**src/ntrl_pkg.sv**
```systemverilog
package ntrl_pkg;

    localparam int DEPTH   = 64;
    localparam int AW      = (DEPTH > 1) ? $clog2(DEPTH) : 1;
    localparam int CW      = $clog2(DEPTH + 1);
    localparam int STAMP_W = 48;
    localparam int VEL_W   = 32;
    localparam int TOL_W   = 24;
    localparam logic [TOL_W-1:0] TOL_RESET = TOL_W'(100000);

    localparam int QDEPTH = 2;
    localparam int QAW    = (QDEPTH > 1) ? $clog2(QDEPTH) : 1;
    localparam int QCW    = $clog2(QDEPTH + 1);

    localparam logic CMD_PUSH  = 1'b0;
    localparam logic CMD_QUERY = 1'b1;

    localparam logic [1:0] ST_FOUND = 2'd0;
    localparam logic [1:0] ST_EMPTY = 2'd1;
    localparam logic [1:0] ST_EARLY = 2'd2;
    localparam logic [1:0] ST_LATE  = 2'd3;

    typedef struct packed {
        logic signed [VEL_W-1:0] x;
        logic signed [VEL_W-1:0] y;
        logic signed [VEL_W-1:0] z;
    } vel_t;

    typedef struct packed {
        logic                 is_query;
        logic [STAMP_W-1:0]   stamp;
        vel_t                 vel;
    } item_t;

    typedef struct packed {
        logic push;
        logic full;
    } qwr_t;

    typedef struct packed {
        logic pop;
        logic empty;
    } qrd_t;

    function automatic logic [AW-1:0] slot_of(input logic [AW-1:0] base,
                                              input logic [AW-1:0] logical);
        logic [AW:0] sum;
        sum = {1'b0, base} + {1'b0, logical};
        if (sum >= (AW+1)'(DEPTH))
            sum = sum - (AW+1)'(DEPTH);
        return sum[AW-1:0];
    endfunction

endpackage

```
**src/ntrl_front.sv**
```systemverilog
module ntrl_front
    import ntrl_pkg::*;
(
    input  logic                      clk,
    input  logic                      rst_n,
    input  logic                      push,
    output logic                      full,
    input  logic                      cmd,
    input  logic [STAMP_W-1:0]        stamp,
    input  logic signed [VEL_W-1:0]   vel_x,
    input  logic signed [VEL_W-1:0]   vel_y,
    input  logic signed [VEL_W-1:0]   vel_z,
    output qwr_t                      q_wr_ctl,
    input  logic                      q_full,
    output item_t                     q_item
);

    logic  valid_reg;
    logic  valid_next;
    item_t item_reg;
    logic  accept;
    logic  fwd;

    assign fwd    = valid_reg && !q_full;
    assign full   = valid_reg && q_full;
    assign accept = push && !full;

    always_comb
    begin
        valid_next = valid_reg;
        if (accept)
            valid_next = 1'b1;
        else if (fwd)
            valid_next = 1'b0;
    end

    always_ff @(posedge clk or negedge rst_n)
    begin
        if (!rst_n)
            valid_reg <= 1'b0;
        else
            valid_reg <= valid_next;
    end

    // classify the beat on entry
    always_ff @(posedge clk)
    begin
        if (accept)
        begin
            item_reg.is_query <= (cmd == CMD_QUERY);
            item_reg.stamp    <= stamp;
            item_reg.vel.x    <= vel_x;
            item_reg.vel.y    <= vel_y;
            item_reg.vel.z    <= vel_z;
        end
    end

    assign q_wr_ctl.push = fwd;
    assign q_wr_ctl.full = q_full;
    assign q_item        = item_reg;

endmodule

```
**config.mk**
```make
export PLATFORM = sky130hd
export DESIGN_NAME = ntrl_front
export DESIGN_NICKNAME = d
export VERILOG_FILES = /design/src/ntrl_pkg.sv /design/src/ntrl_front.sv
export SDC_FILE = /design/constraint.sdc
export NUM_CORES = 1
export LEC_CHECK = 0
export ABC_AREA = 1
export BUFFER_PORTS_ARGS = -buffer_cell sky130_fd_sc_hd__buf_2
export CORE_ASPECT_RATIO = 0.5
export CORE_MARGIN = 5
export CORE_UTILIZATION = 44
export DETAILED_ROUTE_END_ITERATION = 10
export GPL_ROUTABILITY_DRIVEN = 0
export PLACE_DENSITY = 0.84
export SLEW_MARGIN = 40
export SYNTH_ARGS = -nofsm -noshare
export SYNTH_HDL_FRONTEND = slang
export SYNTH_SLANG_ARGS = --single-unit
```
**constraint.sdc**
```tcl
create_clock -name clk -period 12.45 [get_ports clk]
set_clock_uncertainty 0.2 [all_clocks]
set_input_delay 0.6225 -clock clk [delete_from_list [all_inputs] [get_ports clk]]
set_output_delay 0.6225 -clock clk [all_outputs]
set_load 0.05 [all_outputs]
```
==> run_results.csv <==
group,metric,value,unit
worst_setup_path,r2r_slack,10.15,ns
clock_network,worstSkewPairLatency,0.39,ns
sta,fin_setup_tns,0,ns
sta,clock.fmax,434,MHz
final_layout,drive_gt1_share,67.6,%
grt,track_usage,17.8,%
drt,vias_per_cell,4.34,
worst_setup_path,path_max_fanout,75,
yosys,synth.avg_cell_area,28.5,µm²
clock_network,cts.sinks,146,
final_layout,mostFrequentLayoutCells,"buf_2 (296), edfxtp_1 (145), clkbuf_16 (17), bufinv_16 (5)",
sta,fin_hold_ws,0.195,ns
clock_network,clk_pin_slew,0.06,ns
worst_setup_path,cp-endpoint,"q_item[39]",
grt,grt_first_pass_wirelength,15.5,mm
grt,overflow,0,
placement,numPortBuffers,296,
clock_network,cts_buffer_depth,2,
sta,slew_headroom,55.3,%
clock_network,cts_root_buf,"clkbuf_16",
final_layout,multi_input_area,27.5,µm²
floorplanning,die_h,80.9,µm
clock_network,numCtsBuffers,17,
drt,drtIter0Drc,145,
floorplanning,die_x,152,µm
grt,antenna_found_initial,0,
placement,hpwl,8.90,mm
power_and_ir_drop,leakage,2.90,nW
yosys,ys_seq_elements,146,
final_layout,finish.utilization,69.8,%
worst_setup_path,cp_common_cell,"buf_6",
yosys,yosys_warnings,0,
drt,dr_total_vias,2680,
power_and_ir_drop,p_per_area,188,nW/µm²
drt,first_pass_iters,6,
worst_setup_path,end_kind,"register",
yosys,synthTopCellsByArea,"edfxtp_1 (98%), dfrtp_1 (0.57%), buf_4 (0.34%)",
floorplanning,coreArea,9630,µm²
clock_network,cts_tree,"built",
sta,rsz0062_at_grt,"no",
worst_setup_path,arrival,2.13,ns
final_layout,finalInstanceArea,6720,µm²
final_layout,fin_nets,620,
sta,final-max-slew-violation-count,0,
run,drv_cap,0,
final_layout,diodes,0,
grt,grt_start_max_net_pins,76,
worst_setup_path,worstSetupPathType,"register to register",
worst_setup_path,worst-path-buf-inv,2,
worst_setup_path,crit_family,"buffers and inverters",
yosys,yosys.area.top_type,"edfxtp_1",
yosys,seq_area_frac_synth,99.0,%
sta,hold_viol_final,0,
sta,setup_viol,0,
placement,postPlaceCellArea,6080,µm²
worst_setup_path,worstSetupStartpoint,"valid_reg",
drt,routed_wl,11.4,mm
floorplanning,start_util,45.9,%
worst_setup_path,r2r-start,"valid_reg",
worst_setup_path,critPathSlowestCell,"buf_6",
yosys,synth_area,4420,µm²
sta,max_slew.worst_pin.slew,0.670,ns
worst_setup_path,crit_required,12.28,ns
sta,period_minus_slack,2.30,ns
floorplanning,die_area,12300,µm²
worst_setup_path,worst_r2r_path_depth,3,
final_layout,largest_reg_flops,145,
worst_setup_path,r2r-end,"q_item[39]",
final_layout,n_fill_cell,681,
worst_setup_path,start_kind,"register",
min_path,hold_path.class,"input port to register",
outcome,status,"finished, final reports clean",
grt,grt_pass1_vias,2770,
clock_network,cts_setup_buffers,0,
yosys,synth.distinct_cells,7,
power_and_ir_drop,vdd_drop_max,0.000107,V
drt,ant_nets,0,
worst_setup_path,crit_chain,"a21oi_4 > buf_6 > buf_6",
yosys,syn_inst,155,
floorplanning,num_rows,25,
drt,drc,0,
yosys,syn_nets,304,
final_layout,area_delta_synth_final,52.0,%
clock_network,h-tree-depth,4,
final_layout,ff_latch_area,4380,µm²
drt,avgRoutedWirePerCell,18.4,µm
min_path,hold_depth,1,
worst_setup_path,max_stage_delay,0.59,ns
final_layout,layout_commonest_cell,"buf_2",
floorplanning,ioPinCount,297,
yosys,synth_top_area_share,98.5,%
sta,timing.final.crit_share,18.5,%
worst_setup_path,cp.depth,3,
## final cells by class
type                    count  share of cell area (%)
flip-flops and latches    146                    65.2
clock buffers              18                    6.39
well taps                 135                    2.51
clock inverters            12                    2.83
repair buffers            299                    22.5
multi-input cells           4                   0.410
inverters                   3                   0.168
## worst register-to-register path: stages (launching register included)
cell and delay [ns]:
dfrtp_1 0.42, a21oi_4 0.13, buf_6 0.49, buf_6 0.63
## timing repair
| item | CTS | global route |
|---|---|---|
| hold buffers | 1 | 0 |
| gates resized for setup | 0 | 0 |
| hold endpoints to repair | 1 | 0 |
## worst min path at each step
stage	start	end	slack, ns
after global routing	vel_z[30]	q_item[30]	0.18
after CTS	vel_x[13]	q_item[77]	0.18
after global placement	rst_n	valid_reg	0.20
after detailed placement	rst_n	valid_reg	0.20
final	vel_z[22]	q_item[22]	0.20
after floorplan	rst_n	valid_reg	0.13
## cells by family after synthesis
| logic type | Yosys count | synth area share [%] |
|---|---|---|
| buffers and inverters | 5 | 0.594 |
| AOI/OAI and AO/OA | 1 | 0.113 |
| DFF | 146 | 99.0 |
| and+or+nand+nor | 3 | 0.255 |
## per-layer routing
layer	up-vias	track usage, %	part of all wire [%]
li1	1257	-	-
met1	1339	18.3	33
met2	74	35.0	61
met3	10	4.57	4.8
met4	0	7.17	1.2
met5	-	0	0
## synth_stat cells
master,number
a21oi_1,1
nand2_1,2
edfxtp_1,145
buf_4,2
dfrtp_1,1
nor2_1,1
inv_1,3
## report_power, final
group	internal, mW	switching, mW	total, mW
Sequential	0.574	0.00631	0.580
Combinational	0.0342	0.121	0.155
Clock	0.351	0.178	0.529
## per-stage QoR
step / setup WS, ns / power, mW / cells
after floorplan: 3.91 / 0.701 / 155
after detailed placement: 9.37 / 0.747 / 586
after CTS: 9.71 / 1.28 / 617
after global routing: 10.05 / 1.31 / 617
after global placement: 9.44 / 0.743 / 586
final: 10.15 / 1.26 / 617
Power figures use the tool's default switching activity.
