File: config.mk
export PLATFORM = sky130hd
export DESIGN_NAME = ntrl_fifo
export DESIGN_NICKNAME = d
export VERILOG_FILES = /design/src/ntrl_pkg.sv /design/src/ntrl_fifo.sv
export SDC_FILE = /design/constraint.sdc
export NUM_CORES = 1
export LEC_CHECK = 0
export BUFFER_PORTS_ARGS = -buffer_cell sky130_fd_sc_hd__clkbuf_2
export CORE_UTILIZATION = 45
export DETAILED_ROUTE_END_ITERATION = 16
export PLACE_DENSITY_LB_ADDON = 0.12
export SLEW_MARGIN = 10
export SYNTH_ARGS = -nofsm -noshare
export SYNTH_HDL_FRONTEND = slang
export SYNTH_SLANG_ARGS = --single-unit
File: constraint.sdc
create_clock -name clk -period 6.7 [get_ports clk]
set_input_delay 0.335 -clock clk [delete_from_list [all_inputs] [get_ports clk]]
set_output_delay 0.335 -clock clk [all_outputs]
set_load 0.01 [all_outputs]
File: src/ntrl_pkg.sv
package ntrl_pkg;

    localparam int DEPTH   = 64;
    localparam int AW      = (DEPTH > 1) ? $clog2(DEPTH) : 1;
    localparam int CW      = $clog2(DEPTH + 1);
    localparam int STAMP_W = 48;
    localparam int VEL_W   = 32;
    localparam int TOL_W   = 24;
    localparam logic [TOL_W-1:0] TOL_RESET = TOL_W'(100000);

    localparam int QDEPTH = 2;
    localparam int QAW    = (QDEPTH > 1) ? $clog2(QDEPTH) : 1;
    localparam int QCW    = $clog2(QDEPTH + 1);

    localparam logic CMD_PUSH  = 1'b0;
    localparam logic CMD_QUERY = 1'b1;

    localparam logic [1:0] ST_FOUND = 2'd0;
    localparam logic [1:0] ST_EMPTY = 2'd1;
    localparam logic [1:0] ST_EARLY = 2'd2;
    localparam logic [1:0] ST_LATE  = 2'd3;

    typedef struct packed {
        logic signed [VEL_W-1:0] x;
        logic signed [VEL_W-1:0] y;
        logic signed [VEL_W-1:0] z;
    } vel_t;

    typedef struct packed {
        logic                 is_query;
        logic [STAMP_W-1:0]   stamp;
        vel_t                 vel;
    } item_t;

    typedef struct packed {
        logic push;
        logic full;
    } qwr_t;

    typedef struct packed {
        logic pop;
        logic empty;
    } qrd_t;

    function automatic logic [AW-1:0] slot_of(input logic [AW-1:0] base,
                                              input logic [AW-1:0] logical);
        logic [AW:0] sum;
        sum = {1'b0, base} + {1'b0, logical};
        if (sum >= (AW+1)'(DEPTH))
            sum = sum - (AW+1)'(DEPTH);
        return sum[AW-1:0];
    endfunction

endpackage

File: src/ntrl_fifo.sv
module ntrl_fifo
    import ntrl_pkg::*;
(
    input  logic  clk,
    input  logic  rst_n,
    input  qwr_t  wr_ctl,
    input  item_t wr_item,
    output logic  full,
    input  logic  pop,
    output qrd_t  rd_ctl,
    output item_t rd_item
);

    item_t            mem [QDEPTH];
    logic [QAW-1:0]   wr_ptr_reg;
    logic [QAW-1:0]   wr_ptr_next;
    logic [QAW-1:0]   rd_ptr_reg;
    logic [QAW-1:0]   rd_ptr_next;
    logic [QCW-1:0]   count_reg;
    logic [QCW-1:0]   count_next;
    logic             do_wr;
    logic             do_rd;
    logic             empty;

    assign full  = (count_reg == QCW'(QDEPTH));
    assign empty = (count_reg == '0);
    assign do_wr = wr_ctl.push && !full;
    assign do_rd = pop && !empty;

    always_comb
    begin
        wr_ptr_next = wr_ptr_reg;
        rd_ptr_next = rd_ptr_reg;
        count_next  = count_reg;
        if (do_wr)
            wr_ptr_next = (wr_ptr_reg == QAW'(QDEPTH - 1)) ? '0 : wr_ptr_reg + 1'b1;
        if (do_rd)
            rd_ptr_next = (rd_ptr_reg == QAW'(QDEPTH - 1)) ? '0 : rd_ptr_reg + 1'b1;
        if (do_wr && !do_rd)
            count_next = count_reg + 1'b1;
        else if (do_rd && !do_wr)
            count_next = count_reg - 1'b1;
    end

    always_ff @(posedge clk or negedge rst_n)
    begin
        if (!rst_n)
        begin
            wr_ptr_reg <= '0;
            rd_ptr_reg <= '0;
            count_reg  <= '0;
        end
        else
        begin
            wr_ptr_reg <= wr_ptr_next;
            rd_ptr_reg <= rd_ptr_next;
            count_reg  <= count_next;
        end
    end

    always_ff @(posedge clk)
    begin
        if (do_wr)
            mem[wr_ptr_reg] <= wr_item;
    end

    assign rd_ctl.pop   = do_rd;
    assign rd_ctl.empty = empty;
    assign rd_item      = mem[rd_ptr_reg];

    a_no_push_full: assert property (@(posedge clk) disable iff (!rst_n)
        wr_ctl.push |-> !wr_ctl.full)
        else $error("beat forwarded into a full queue");

endmodule

==> results_dict.tcl <==
set metrics [dict create \
    drive_above_1_share_pct 51.1 \
    required_ns 6.36 \
    routed_wl_um 21600 \
    clk_path_buf_depth 3 \
    largest_register_ffs 290 \
    synth_seq_cells 294 \
    hp-class "input port to flip-flop" \
    rrSetupSlack_ns 3.84 \
    cts_setup_buffers 0 \
    start_kind "flip-flop" \
    synthCells 473 \
    finalSetupTns_ns 0 \
    num_antenna_cells 0 \
    setup.worst_path.end_class "output port" \
    ios 298 \
    antenna_found_initial 0 \
    final_nets 1084 \
    rows 56 \
    r2r_cells 3 \
    critical_path_arrival_ns 3.18 \
    seq_area_frac_synth_pct 81.9 \
    syn_avg_cell_area_um2 22.8 \
    cts_max_level 1 \
    final_hold_viol_count 0 \
    rsz0062_at_grt "no" \
    routabilityCongestion 0.695 \
    netlist_area_mm2 0.0108 \
    dr.pass1.iters 4 \
    cts_root_buffer "clkbuf_16" \
    cts.clk_slew.worst_paths_ns 0.06 \
    dieArea_mm2 0.0245 \
    status "finished, final reports clean" \
    clock_sinks 294 \
    synth_cell_types 15 \
    drv_cap 0 \
    r2r-end "mem[1][92]$_DFFE_PP_" \
    dieHeight_um 157 \
    clock_skew_ns 0.0116 \
    n_fill_cell 1659 \
    synth_nets 624 \
    crit_path_max_fanout 84 \
    fmax_ghz 0.284 \
    worstSetupPathType "flip-flop to output port" \
    slew_headroom_pct 24.2 \
    r2r_start "count_reg[0]$_DFFE_PN0P_" \
    die_w_um 157 \
    wl_met1_um 8100 \
    power.density_mw_per_mm2 404 \
    grt_pass1_vias 6491 \
    gr-total-overflow 0 \
    portBuffers 296 \
    p_leak_nw 5.70 \
    critical_path.endpoint "rd_item[119]" \
    post_drt_wl_per_cell_um 17.0 \
    core-area_mm2 0.0235 \
    grt_start_max_net_pins 85 \
    start_util_pct 45.8 \
    setup_viol 0 \
    gr-usage-all-layers_pct 17.2 \
    ys_warn_count 0 \
    drc 0 \
    dp_hpwl_um 13100 \
    grt_pass1_wl_um 32500 \
    postRouteAntennaNets 0 \
    cts_buffers 30 \
    clkLatencyLatePin_ns 0.54 \
    cts_tree "done" \
    highest_layer "met4" \
    fin_crit_ns 3.52 \
    power_mw 6.03 \
    worst_pin_slew_ns 1.14 \
    drtIter0Drc 195 \
    wl_met3_um 1510 \
    wl_met2_um 11600 \
    max-vdd-ir-drop_mv 0.258 \
    finalCritPeriodShare_pct 52.5 \
    vias_per_cell 4.71 \
    cp-startpoint "rd_ptr_reg$_DFFE_PN0P_" \
    area_delta_synth_final_pct 38.6 \
    vias 6009 \
    drv_slew 0 \
]
power breakdown:
part / internal (mW) / switching (mW)
registers: 2.52 / 0.189
logic: 0.789 / 0.872
clock network: 1.00 / 0.654
total: 4.31 / 1.72
cell families after synthesis:
logic type	after synthesis	share of synthesized area, %
DFF	294	81.9
muxes	145	15.2
buffers and inverters	21	2.15
and+or+nand+nor	6	0.256
xor gates and xnor gates	5	0.407
AOI/OAI and AO/OA	1	0.0465
adders and majority gates	1	0.116
synth_stat cells:
cell type	n	area [um2]
and3_1	1	6.26
buf_4	2	15.0
buf_6	6	67.6
clkbuf_8	10	138
dfrtp_1	4	100
edfxtp_1	290	8710
ha_1	1	12.5
inv_1	3	11.3
mux2_2	145	1630
nand2_1	1	3.75
nand2b_1	1	6.26
nor2_1	3	11.3
o21ai_1	1	5.00
xnor2_1	3	26.3
xor2_1	2	17.5
per-layer routing:
metal / up-vias / global-route usage, %
li1: 2806 / -
met1: 2961 / 18.6
met2: 205 / 32.5
met3: 37 / 4.57
met4: 0 / 5.32
met5: - / 0
how the worst min path moves through the flow:
stage	end	cells past startpoint	start	slack [ns]
floorplan	count_reg[0]$_DFFE_PN0P_	0	rst_n	0.04
global placement	wr_ptr_reg$_DFFE_PN0P_	1	rst_n	0.15
detailed placement	count_reg[1]$_DFFE_PN0P_	1	rst_n	0.15
CTS	wr_ptr_reg$_DFFE_PN0P_	3	wr_ctl[1]	0.14
global route	count_reg[1]$_DFFE_PN0P_	2	rst_n	0.18
finish	rd_ptr_reg$_DFFE_PN0P_	3	pop	0.16
cells in the final DEF (no fill, tap or decap):
| cell | Yosys | layout |
|---|---|---|
| clkbuf_2 | 0 | 296 |
| edfxtp_1 | 290 | 290 |
| dlygate4sd3_1 | 0 | 146 |
| mux2_2 | 145 | 145 |
| clkbuf_16 | 0 | 31 |
| clkbuf_1 | 0 | 11 |
| clkinv_2 | 0 | 4 |
| bufinv_16 | 0 | 4 |
| clkinv_1 | 0 | 4 |
| buf_4 | 2 | 4 |
| inv_1 | 3 | 3 |
| xnor2_1 | 3 | 3 |
| dfrtp_1 | 4 | 3 |
| nor2_1 | 3 | 2 |
| xor2_1 | 2 | 2 |
| clkinvlp_4 | 0 | 2 |
| nand2b_1 | 1 | 1 |
| nand2_1 | 1 | 1 |
| o21ai_1 | 1 | 1 |
| and3_4 | 0 | 1 |
| nor2_4 | 0 | 1 |
| ha_1 | 1 | 1 |
| dfrtp_4 | 0 | 1 |
metrics by stage:
step	setup slack [ns]	cell area, um2	util [%]	instances	hold WS (ns)
floorplan	1.83	10800	-	473	0.0394
global placement	3.75	12500	53.1	1074	0.149
detailed placement	3.69	12500	53.1	1074	0.153
CTS	3.10	14900	63.6	1276	0.144
global route	2.98	14900	63.6	1276	0.182
finish	3.18	14900	63.6	1276	0.163
worst max-delay path, stage by stage, from the launching register on:
cell and delay (ns):
dfrtp_4 1.19, buf_4 0.81, mux2_2 0.42, clkbuf_2 0.14
area by class of cell:
| type | instances | area [um2] | share of cell area [%] |
|---|---|---|---|
| clock inverter | 14 | 170 | 1.14 |
| multi-input combinational | 158 | 1730 | 11.6 |
| tap | 319 | 399 | 2.68 |
| inverter | 3 | 11.3 | 0.0755 |
| sequential | 294 | 8810 | 59.1 |
| timing repair buffer | 446 | 2970 | 19.9 |
| clock buffer | 42 | 817 | 5.48 |
repair_timing:
item                      in CTS  in global routing
hold buffers                 146                  0
resized for setup              0                  0
hold endpoints to repair     294                  0
Note: power is estimated with default switching activity, not from simulation.
